===== config.mk =====
export PLATFORM = sky130hd
export DESIGN_NAME = pgila_ram
export DESIGN_NICKNAME = d
export VERILOG_FILES = /design/src/hdl/assert_macros.svh /design/src/hdl/pgila_ram.sv
export SDC_FILE = /design/constraint.sdc
export NUM_CORES = 2
export LEC_CHECK = 0
export BUFFER_PORTS_ARGS = -buffer_cell sky130_fd_sc_hd__buf_2
export CAP_MARGIN = 20
export CORE_AREA = 5 5 403 405
export DETAILED_ROUTE_END_ITERATION = 6
export DIE_AREA = 0 0 408 410
export PLACE_DENSITY = 0.62
export SLEW_MARGIN = 20
export SYNTH_ARGS = -nofsm -noshare
export SYNTH_HDL_FRONTEND = slang
export SYNTH_SLANG_ARGS = --single-unit

===== constraint.sdc =====
create_clock -name clk_i -period 3.6 [get_ports clk_i]
set_input_delay 0.18 -clock clk_i [delete_from_list [all_inputs] [get_ports clk_i]]
set_output_delay 0.18 -clock clk_i [all_outputs]
set_load 0.05 [all_outputs]

===== src/hdl/assert_macros.svh =====
// Assertion macros shared by the lane assignment RTL.
// Included by files that carry concurrent assertions; no other dependencies.
`ifndef ASSERT_MACROS_SVH
`define ASSERT_MACROS_SVH

// check prop on every clock edge outside reset
`define PGILA_ASSERT(lbl, prop, msg) \
  lbl: assert property (@(posedge clk_i) disable iff (!rst_ni) (prop)) else $error(msg);

// check that cond never holds outside reset
`define PGILA_NEVER(lbl, cond, msg) \
  lbl: assert property (@(posedge clk_i) disable iff (!rst_ni) !(cond)) else $error(msg);

`endif


===== src/hdl/pgila_ram.sv =====
// Generic simple dual-port RAM with registered read.
// No dependencies.
module pgila_ram #(
  parameter int WIDTH = 32,
  parameter int DEPTH = 64,
  localparam int AW = (DEPTH > 1) ? $clog2(DEPTH) : 1
) (
  input  logic             clk_i,
  input  logic             we_i,
  input  logic [AW-1:0]    waddr_i,
  input  logic [WIDTH-1:0] wdata_i,
  input  logic [AW-1:0]    raddr_i,
  output logic [WIDTH-1:0] rdata_o
);

  logic [WIDTH-1:0] mem_q [DEPTH];
  logic [WIDTH-1:0] rdata_q;

  always_ff @(posedge clk_i) begin
    if (we_i) begin
      mem_q[waddr_i] <= wdata_i;
    end
    rdata_q <= mem_q[raddr_i];
  end

  assign rdata_o = rdata_q;

endmodule


==> summary.md <==
| Metric | Value |
|---|---|
| Status | complete, no violations |
| # Max-Cap Violations | 0 |
| Post-synth EDFFs | 2048 |
| Synthesis-to-finish area growth | 14.6% |
| CTS clk-pin slew, worst paths | 0.06 ns |
| RSZ-0062 raised after global routing | false |
| Nets | 3677 |
| Number of DRC markers in iteration 0 | 4554 |
| Vias/cell | 6.39 |
| Die W | 408 µm |
| RR Startpoint | mem_q[7][2] |
| Dpl cell area | 0.0830 mm² |
| Max Clock Skew | 0.0294 ns |
| Drt drc | 0 |
| Hold Vio Cnt, Final | 0 |
| I/O pins | 78 |
| GP Congestion | 0.788 |
| Setup WS pre-CTS | 0.495 ns |
| Synth warn | 0 |
| Leading area contributor after synthesis | edfxtp_1 |
| Most numerous cell in the Yosys netlist | edfxtp_1 |
| Worst-skew pair later-pin latency | 0.84 ns |
| Pleak | 0.0281 µW |
| Pin count of the biggest net entering global routing | 83 |
| Crit path depth | 6 |
| Peak supply drop | 515 µV |
| Initial antenna violation count | 14 |
| Synthesized netlist net count | 3370 |
| Fin crit period | 2.33 ns |
| Post_cts resized | 0 |
| Commonest cells post-synth | edfxtp_1 (2048), mux4_2 (544), nor2_1 (137), mux2i_1 (93), o22ai_1 (84) |
| Vias in the first global route | 38300 |
| GRT Total Usage | 24.5% |
| Dpl hpwl | 110000 µm |
| Fin worst setup slack | 1.27 ns |
| CTS HTree Levels | 4 |
| Vias after detailed routing | 37600 |
| Clock buffer depth | 3 |
| Period utilisation layout | 64.8% |
| Die Span Y | 410 µm |
| Post-Syn Instances | 3324 |
| GRT overflow | 0 |
| Slowest cell on crit path | buf_4 |
| Fmax | 0.428 GHz |
| Initial Util | 49.7% |
| Slew headroom | 24.5% |
| Mapped cell area | 0.0785 mm² |
| Final WL | 204000 µm |
| Clk sinks | 2080 |
| TritonCTS clock tree | built |
| Top area cells in the synthesized netlist | edfxtp_1 (78%), mux4_2 (16%), mux2i_1 (1.2%), dfxtp_1 (0.82%), o22ai_1 (0.67%) |
| Synth top area share | 78.3% |
| Clock Power Share | 41.3% |
| # hold bufs at CTS | 6 |
| Final ANT Viol Nets | 0 |
| Pwr dens | 560 mW/mm² |
| Top_reg_cell synth | edfxtp_1 |
| Hold Path Class | in2reg |
| Post-synth cell types | 34 |
| WL/cell | 34.6 µm |
| Sequential share of power | 53.5% |
| Switching pwr | 10600 µW |
| Setup TNS | 0 ns |
| Fin cells | 5883 |
| Layout cells sized above 1 | 30.6% |
| Slew Viols, Final | 0 |
| Setup bufs post-CTS | 0 |
| Post-synthesis register bit count | 2080 |
| Placed insts | 5466 |
| Reg2Reg Setup Slack | 1.34 ns |
| Worst Setup End Kind | flop |
| CTS buffer count | 203 |
| Post-route cell area | 0.0899 mm² |
| R2R Path End | rdata_o[2] |
| Power Internal | 39800 µW |
| Register area share after synthesis | 79.1% |
| Crit path from | waddr_i[1] |
| Worst Reg-to-Reg Cells | 4 |
| Gate power share | 5.3% |
| CP startpoint kind | input port |
| Syn avg cell area | 23.6 µm² |
| Area of the core | 0.158 mm² |
| Sw Share | 21.1% |
| Kind of critical path | in2reg |
| Setup violators final | 0 |
| CP Data Required Time | 4.04 ns |
| Row Count | 146 |
| Buf/Inv on CP | 3 |
| Largest stage delay, worst path | 0.69 ns |
| First-pass GRT wire length | 289000 µm |
| Worst-Margin Slew | 1.13 ns |
| DRT Pass-1 Iters | 5 |
| Critical path peak fanout | 32 |
| Async SR Flop Fraction | 0% |
| Critical Path AT | 2.77 ns |
| IO buf count | 77 |
| Die area | 0.167 mm² |
| Setup crit end | mem_q[35][15] |
| CTS root buf | clkbuf_16 |
| Crit-path leading delay family | buffers and inverters |
| CP cell instances | dlygate4sd3_1 > buf_2 > nor2b_1 > nand3_1 > nor2_4 > buf_4 |
-- sequential cells by signal, summed over array words and instances (netlist names) --
name	cells
rdata_o	32
mem_q	2048
-- power groups by stage --
stage               clock network, µW  logic (µW)  registers (µW)
floorplan                           0        1300           27600
global placement                    0        2570           27400
detailed placement                  0        2640           27400
CTS                             21100        2650           26900
global route                    22200        2810           26900
finish                          20800        2650           26900
-- cells by family (layout without fill, tap and decap cells) --
logic type / count (synthesis) / count (layout) / synth area share, %
muxes: 637 / 637 / 16.8
AOI/OAI and AO/OA: 202 / 202 / 1.67
DFF: 2080 / 2080 / 79.1
and+or+nand+nor: 223 / 223 / 1.27
buffers and inverters: 182 / 666 / 1.13
other: 0 / 3 / 0
-- worst reg2reg max path: cells and delay by family, from the launching register on --
| kind | cells | cell delay, ns |
|---|---|---|
| DFF | 1 | 0.36 |
| AOI/OAI and AO/OA | 1 | 0.62 |
| and+or+nand+nor | 1 | 0.12 |
| muxes | 2 | 1.02 |
-- how the worst min path moves through the flow --
| stage | to | startpoint | cells past startpoint |
|---|---|---|---|
| after global routing | rdata_o[23] | raddr_i[4] | 4 |
| after CTS | mem_q[7][2] | wdata_i[2] | 2 |
| after detailed placement | rdata_o[16] | rdata_o[16] | 1 |
| after global placement | rdata_o[16] | rdata_o[16] | 1 |
| final | mem_q[7][2] | wdata_i[2] | 2 |
| after floorplan | mem_q[0][0] | wdata_i[0] | 0 |
-- metrics by stage --
step	utilization [%]	hold WS [ns]	power (µW)
floorplan	-	0.279	28900
global placement	52.5	0.659	30000
detailed placement	52.5	0.650	30100
CTS	56.7	0.0190	50700
global route	56.9	0.0402	51900
finish	56.9	0.0725	50400
-- layout by cell type (no fill, tap or decap), types with 3 or more instances in the layout --
master and instances:
o22ai_1 84, nor3_1 5, diode_2 3, edfxtp_1 2048
o221ai_1 27, clkbuf_8 13, bufinv_16 15, inv_6 6
buf_2 51, a311oi_1 8, nand3_1 5, a22oi_1 12
dfxtp_1 32, dlygate4sd3_1 30, a41o_1 4, a21oi_1 62
o32ai_1 4, or3b_2 3, clkinv_2 45, nand3b_1 5
nor2b_1 15, buf_8 3, clkinvlp_4 6, nor2_4 62
or3_1 3, nand2_1 26, clkinv_1 34, buf_12 47
nor2_1 75, and3_1 4, nand2b_1 7, buf_4 153
mux4_2 544, clkbuf_1 50, mux2i_1 93, clkbuf_16 209
-- routing by layer --
layer	vias to the layer above	GRT usage, %	routed length, µm
li1	14900	-	-
met1	20400	34.5	79600
met2	1975	39.2	99600
met3	312	5.36	19500
met4	10	6.84	5060
met5	-	0	63
-- cell type report --
class	count	area [µm²]
diodes	3	7.51
multi-input cells	1062	16000
repair buffers	284	2690
clock buffers	272	5600
clock inverters	110	951
well taps	2072	2590
flip-flops and latches	2080	62100
fillers	11200	68100
No activity file was read; power rests on OpenSTA's default activity.
