$ cat config.mk
export PLATFORM = sky130hd
export DESIGN_NAME = pgila_cell
export DESIGN_NICKNAME = d
export VERILOG_FILES = /design/src/hdl/assert_macros.svh /design/src/hdl/pgila_pkg.sv /design/src/hdl/pgila_cell.sv
export SDC_FILE = /design/constraint.sdc
export NUM_CORES = 1
export LEC_CHECK = 0
export BUFFER_PORTS_ARGS = -buffer_cell sky130_fd_sc_hd__buf_2
export CORE_AREA = 2 2 145 147
export CTS_BUF_LIST = sky130_fd_sc_hd__clkbuf_4 sky130_fd_sc_hd__clkbuf_8 sky130_fd_sc_hd__clkbuf_16
export CTS_CLUSTER_DIAMETER = 200
export DETAILED_ROUTE_END_ITERATION = 10
export DIE_AREA = 0 0 147 149
export MAX_ROUTING_LAYER = met4
export PLACE_DENSITY_LB_ADDON = 0.05
export SETUP_SLACK_MARGIN = 0.5
export SLEW_MARGIN = 20
export SYNTH_ARGS = -nofsm -noshare
export SYNTH_HDL_FRONTEND = slang
export SYNTH_SLANG_ARGS = --single-unit
$ cat constraint.sdc
create_clock -name clk_i -period 4.95 [get_ports clk_i]
set_input_delay 0.495 -clock clk_i [delete_from_list [all_inputs] [get_ports clk_i]]
set_output_delay 0.495 -clock clk_i [all_outputs]
set_load 0.05 [all_outputs]
$ cat src/hdl/assert_macros.svh
// Assertion macros shared by the lane assignment RTL.
// Included by files that carry concurrent assertions; no other dependencies.
`ifndef ASSERT_MACROS_SVH
`define ASSERT_MACROS_SVH

// check prop on every clock edge outside reset
`define PGILA_ASSERT(lbl, prop, msg) \
  lbl: assert property (@(posedge clk_i) disable iff (!rst_ni) (prop)) else $error(msg);

// check that cond never holds outside reset
`define PGILA_NEVER(lbl, cond, msg) \
  lbl: assert property (@(posedge clk_i) disable iff (!rst_ni) !(cond)) else $error(msg);

`endif

$ cat src/hdl/pgila_pkg.sv
// Types and status codes for the per-group lane assignment block.
// No dependencies; used by the cell, the top level and the port types.
package pgila_pkg;

  localparam logic [1:0] ST_OK     = 2'd0;
  localparam logic [1:0] ST_TIMING = 2'd1;
  localparam logic [1:0] ST_LANES  = 2'd2;
  localparam logic [1:0] ST_CUES   = 2'd3;

  typedef struct packed {
    logic [3:0]         group_index;
    logic [15:0]        cue_key;
    logic signed [31:0] cue_start;
    logic signed [31:0] cue_stop;
    logic               last_cue;
  } cue_in_t;

  typedef struct packed {
    logic [5:0] cue_position;
    logic [4:0] lane_number;
    logic [1:0] status;
    logic       last_result;
  } cue_result_t;

  typedef struct packed {
    logic               valid;
    logic signed [31:0] cue_start;
    logic signed [31:0] cue_stop;
    logic [15:0]        cue_key;
    logic [3:0]         group_index;
    logic [5:0]         pos;
  } cue_entry_t;

  typedef struct packed {
    logic clear;
    logic insert;
    logic shift;
  } cell_ctl_t;

endpackage

$ cat src/hdl/pgila_cell.sv
// One cell of the sorting chain: holds one cue, inserts in order, shifts left, clears.
// Depends on pgila_pkg.
module pgila_cell (
  input  logic                   clk_i,
  input  logic                   rst_ni,
  input  pgila_pkg::cell_ctl_t   ctl_i,
  input  pgila_pkg::cue_entry_t  new_i,
  input  pgila_pkg::cue_entry_t  prev_i,
  input  logic                   prev_before_i,
  input  pgila_pkg::cue_entry_t  next_i,
  output pgila_pkg::cue_entry_t  held_o,
  output logic                   before_o
);
  import pgila_pkg::*;

  cue_entry_t held_q, held_d;

  assign before_o = !held_q.valid
                 || ($signed(new_i.cue_start) < $signed(held_q.cue_start))
                 || ((new_i.cue_start == held_q.cue_start)
                     && (new_i.cue_key < held_q.cue_key));

  always_comb begin
    held_d = held_q;
    priority if (ctl_i.clear) begin
      held_d.valid = 1'b0;
    end else if (ctl_i.insert) begin
      if (before_o) begin
        held_d = prev_before_i ? prev_i : new_i;
      end
    end else if (ctl_i.shift) begin
      held_d = next_i;
    end
  end

  always_ff @(posedge clk_i or negedge rst_ni) begin
    if (!rst_ni) begin
      held_q <= '0;
    end else begin
      held_q <= held_d;
    end
  end

  assign held_o = held_q;

endmodule

==> results.sh <==
export IMPL_critPathLaunchType="register"
export IMPL_layout_drive_gt1_share_pct=42.41
export IMPL_wirelength_um=20540
export IMPL_row_count=53
export IMPL_finalNonFillerCells=1294
export IMPL_area_growth_pct=35.43
export IMPL_netlist_top_cells_area="dfrtp_1, mux2i_1, ha_1"
export IMPL_wl_per_cell_um=15.88
export IMPL_max_freq_mhz=301.4
export IMPL_largest_reg_flops=91
export IMPL_ys_async_sr_fraction_pct=100.0
export IMPL_cts_hold_buf=0
export IMPL_worstPathRequired_ns=5.18
export IMPL_rsz0062_at_grt="no"
export IMPL_nNetsFinal=1335
export IMPL_status="complete, no violations"
export IMPL_ys_ff_latch=91
export IMPL_finalSetupTns_ns=0
export IMPL_postCtsSetupRepairBufs=0
export IMPL_synth_top_family_by_area="multiplexers"
export IMPL_routabilityCongestion=0.7722
export IMPL_syn_avg_cell_area_um2=9.906
export IMPL_final_hold_viol_count=0
export IMPL_grt_pass1_wl_um=31090
export IMPL_synth_xor_area_share_pct=0
export IMPL_clock_sinks=91
export IMPL_pin_count=371
export IMPL_crit_arrival_ns=3.55
export IMPL_first_iter_violations=146
export IMPL_core_area_um2=20560
export IMPL_yosys_cell_count_top_type="mux2i_1"
export IMPL_chipHeight_um=149
export IMPL_path_cells="inv_1 -> ha_1 -> and4_1 -> nand4_1 -> nor4_1 -> a31oi_1 -> a311oi_4 -> buf_12 -> mux2_1"
export IMPL_synthSimpleGateAreaFrac_pct=7.594
export IMPL_placed_area_um2=8561
export IMPL_vias_per_cell=4.587
export IMPL_clkTransAtPathRegs_ns=0.07
export IMPL_ys_flop_type="dfrtp_1"
export IMPL_critPathKind="register to register"
export IMPL_synth_edff_count=0
export IMPL_grtUsageTotal_pct=18.80
export IMPL_die_width_um=147
export IMPL_ff2ff_path_depth=9
export IMPL_setup_viol=0
export IMPL_post_cts_resized=0
export IMPL_synth_fa_ha_area_share_pct=8.968
export IMPL_rr_endpoint="held_o[26]"
export IMPL_p_leak_nw=4.849
export IMPL_dpl_cell_count=1273
export IMPL_ys_seq_area_share_pct=34.73
export IMPL_reg2reg_from="held_o[88]"
export IMPL_ir_worst_vdd_v=0.0001905
export IMPL_finalCriticalPeriod_ns=3.317
export IMPL_relSlewSlack_pct=37.98
export IMPL_finalMaxSlewViolations=0
export IMPL_synth_nets=988
export IMPL_cts_htree_levels=3
export IMPL_post_dp_hpwl_um=16080
export IMPL_crit_slowest_cell="nor4_1"
export IMPL_netlist_area_leader_share_pct=34.73
export IMPL_period_share_pct=67.02
export IMPL_dieArea_um2=21900
export IMPL_r2r_slack_ns=1.63
export IMPL_synthTopCellsByCount="mux2i_1, dfrtp_1, a21oi_1"
export IMPL_dr_pass1_iters=4
export IMPL_antenna_found_initial=4
export IMPL_cts_tree="done"
export IMPL_cts_root_buf="clkbuf_16"
export IMPL_vias=5935
export IMPL_numCtsBuffers=9
export IMPL_hold_path_class="input pin to async pin"
export IMPL_yosysWarningCount=0
export IMPL_synthMuxAreaShare_pct=30.53
export IMPL_route_detailed_drc=0
export IMPL_worst_setup_path_end_kind="register"
export IMPL_synth_cell_types=36
export IMPL_synth_area_um2=6558
export IMPL_powerDensity_nw_per_um2=358.4
export IMPL_skew_ns=0.01017
export IMPL_synthCells=662
export IMPL_cpPeakStageDelay_ns=0.53
export IMPL_crit_path_max_fanout=68
export IMPL_grt_remaining_overflow=0
export IMPL_finalPower_mw=3.183
export IMPL_start_util_pct=31.90
export IMPL_port_buffers=370
export IMPL_fin_area_um2=8881
export IMPL_synth_compound_area_share_pct=11.16
export IMPL_postRouteAntennaNets=0
export IMPL_clock_tree_buffer_depth=2
export IMPL_fillCellCount=2112
export IMPL_clk_latency_ns=0.34
export IMPL_max_cap_viol_count=0
export IMPL_grt_max_degree=98
export IMPL_worst_slew_pin_slew_ns=0.9303
export IMPL_yosys_area_top_type="dfrtp_1"
export IMPL_grt_pass1_vias=5785
-- kinds of logic (layout without fill, tap and decap cells) --
logic type	count (synthesis)	after routing
AO/OA/AOI/OAI	131	131
buffers and inverters	91	443
flip-flops	91	91
multiplexers	181	181
other	0	5
adder cells (fa/ha/maj)	47	47
AND/OR/NAND/NOR	121	121
-- layout by cell type, fill, tap and decap left out, types with 2 or more instances in the layout --
master	synthesis	routed
nand2_1	56	56
o21ai_0	52	52
mux2_4	36	36
diode_2	0	5
and2_1	2	2
and4_1	2	2
a211o_1	2	2
nand4_1	4	4
inv_1	51	51
a21o_1	3	3
nor2_1	47	47
nor4_1	2	2
nand3_1	4	4
a221oi_1	2	2
clkinvlp_4	0	3
a31oi_1	2	2
a221o_1	3	3
mux2i_1	137	137
mux2_1	8	8
a21oi_1	59	59
ha_1	47	47
dfrtp_1	91	91
buf_4	0	8
buf_2	0	367
clkbuf_16	0	9
-- worst max-delay path by stage --
| stage | cells after the start | start | end |
|---|---|---|---|
| finish | 9 | held_o[88] | held_o[26] |
| global route | 9 | held_o[88] | held_o[26] |
| CTS | 9 | held_o[88] | held_o[42] |
| detailed placement | 9 | new_i[88] | held_o[42] |
| global placement | 9 | new_i[88] | held_o[26] |
| floorplan | 11 | held_o[72] | held_o[26] |
-- per-stage QoR --
stage | hold slack (ns) | util (%) | setup slack, ns
floorplan | 0.1994 | - | 1.766
global placement | 0.4625 | 41.64 | 1.315
detailed placement | 0.4738 | 41.64 | 1.349
CTS | 0.1492 | 43.14 | 1.556
global route | 0.1850 | 43.19 | 1.441
finish | 0.1439 | 43.20 | 1.633
-- report_power, final --
group          internal, mW  leakage, nW  switching [mW]
registers             0.895         1.03          0.0773
logic                 0.485         3.67            1.00
clock network         0.413        0.142           0.307
total                  1.79         4.85            1.39
-- layer usage --
layer  GRT usage (%)  up-vias  wire [µm]
met2           32.44      208      10210
li1                -     3043          -
met5               -        -          0
met4           5.673        0        255
met1           22.23     2668       8654
met3           3.884       16       1425
-- area by class of cell --
cell class	instances	area [µm²]	share of cell area, %
repair buffers	376	1917	21.58
flip-flops and latches	91	2277	25.64
clock inverters	5	61.31	0.6903
inverters	51	191.4	2.156
clock buffers	11	246.5	2.775
diodes	5	12.51	0.1409
multi-input cells	480	3831	43.14
well taps	275	344.1	3.874
-- worst max-delay path: cells and delay by family (launching register included) --
kind,cells,cell delay (ns)
AO/OA/AOI/OAI,2,0.66
adder cells (fa/ha/maj),1,0.32
buffers and inverters,2,0.50
flip-flops,1,0.35
multiplexers,1,0.37
AND/OR/NAND/NOR,3,0.93
Note: power is estimated with default switching activity, not from simulation.
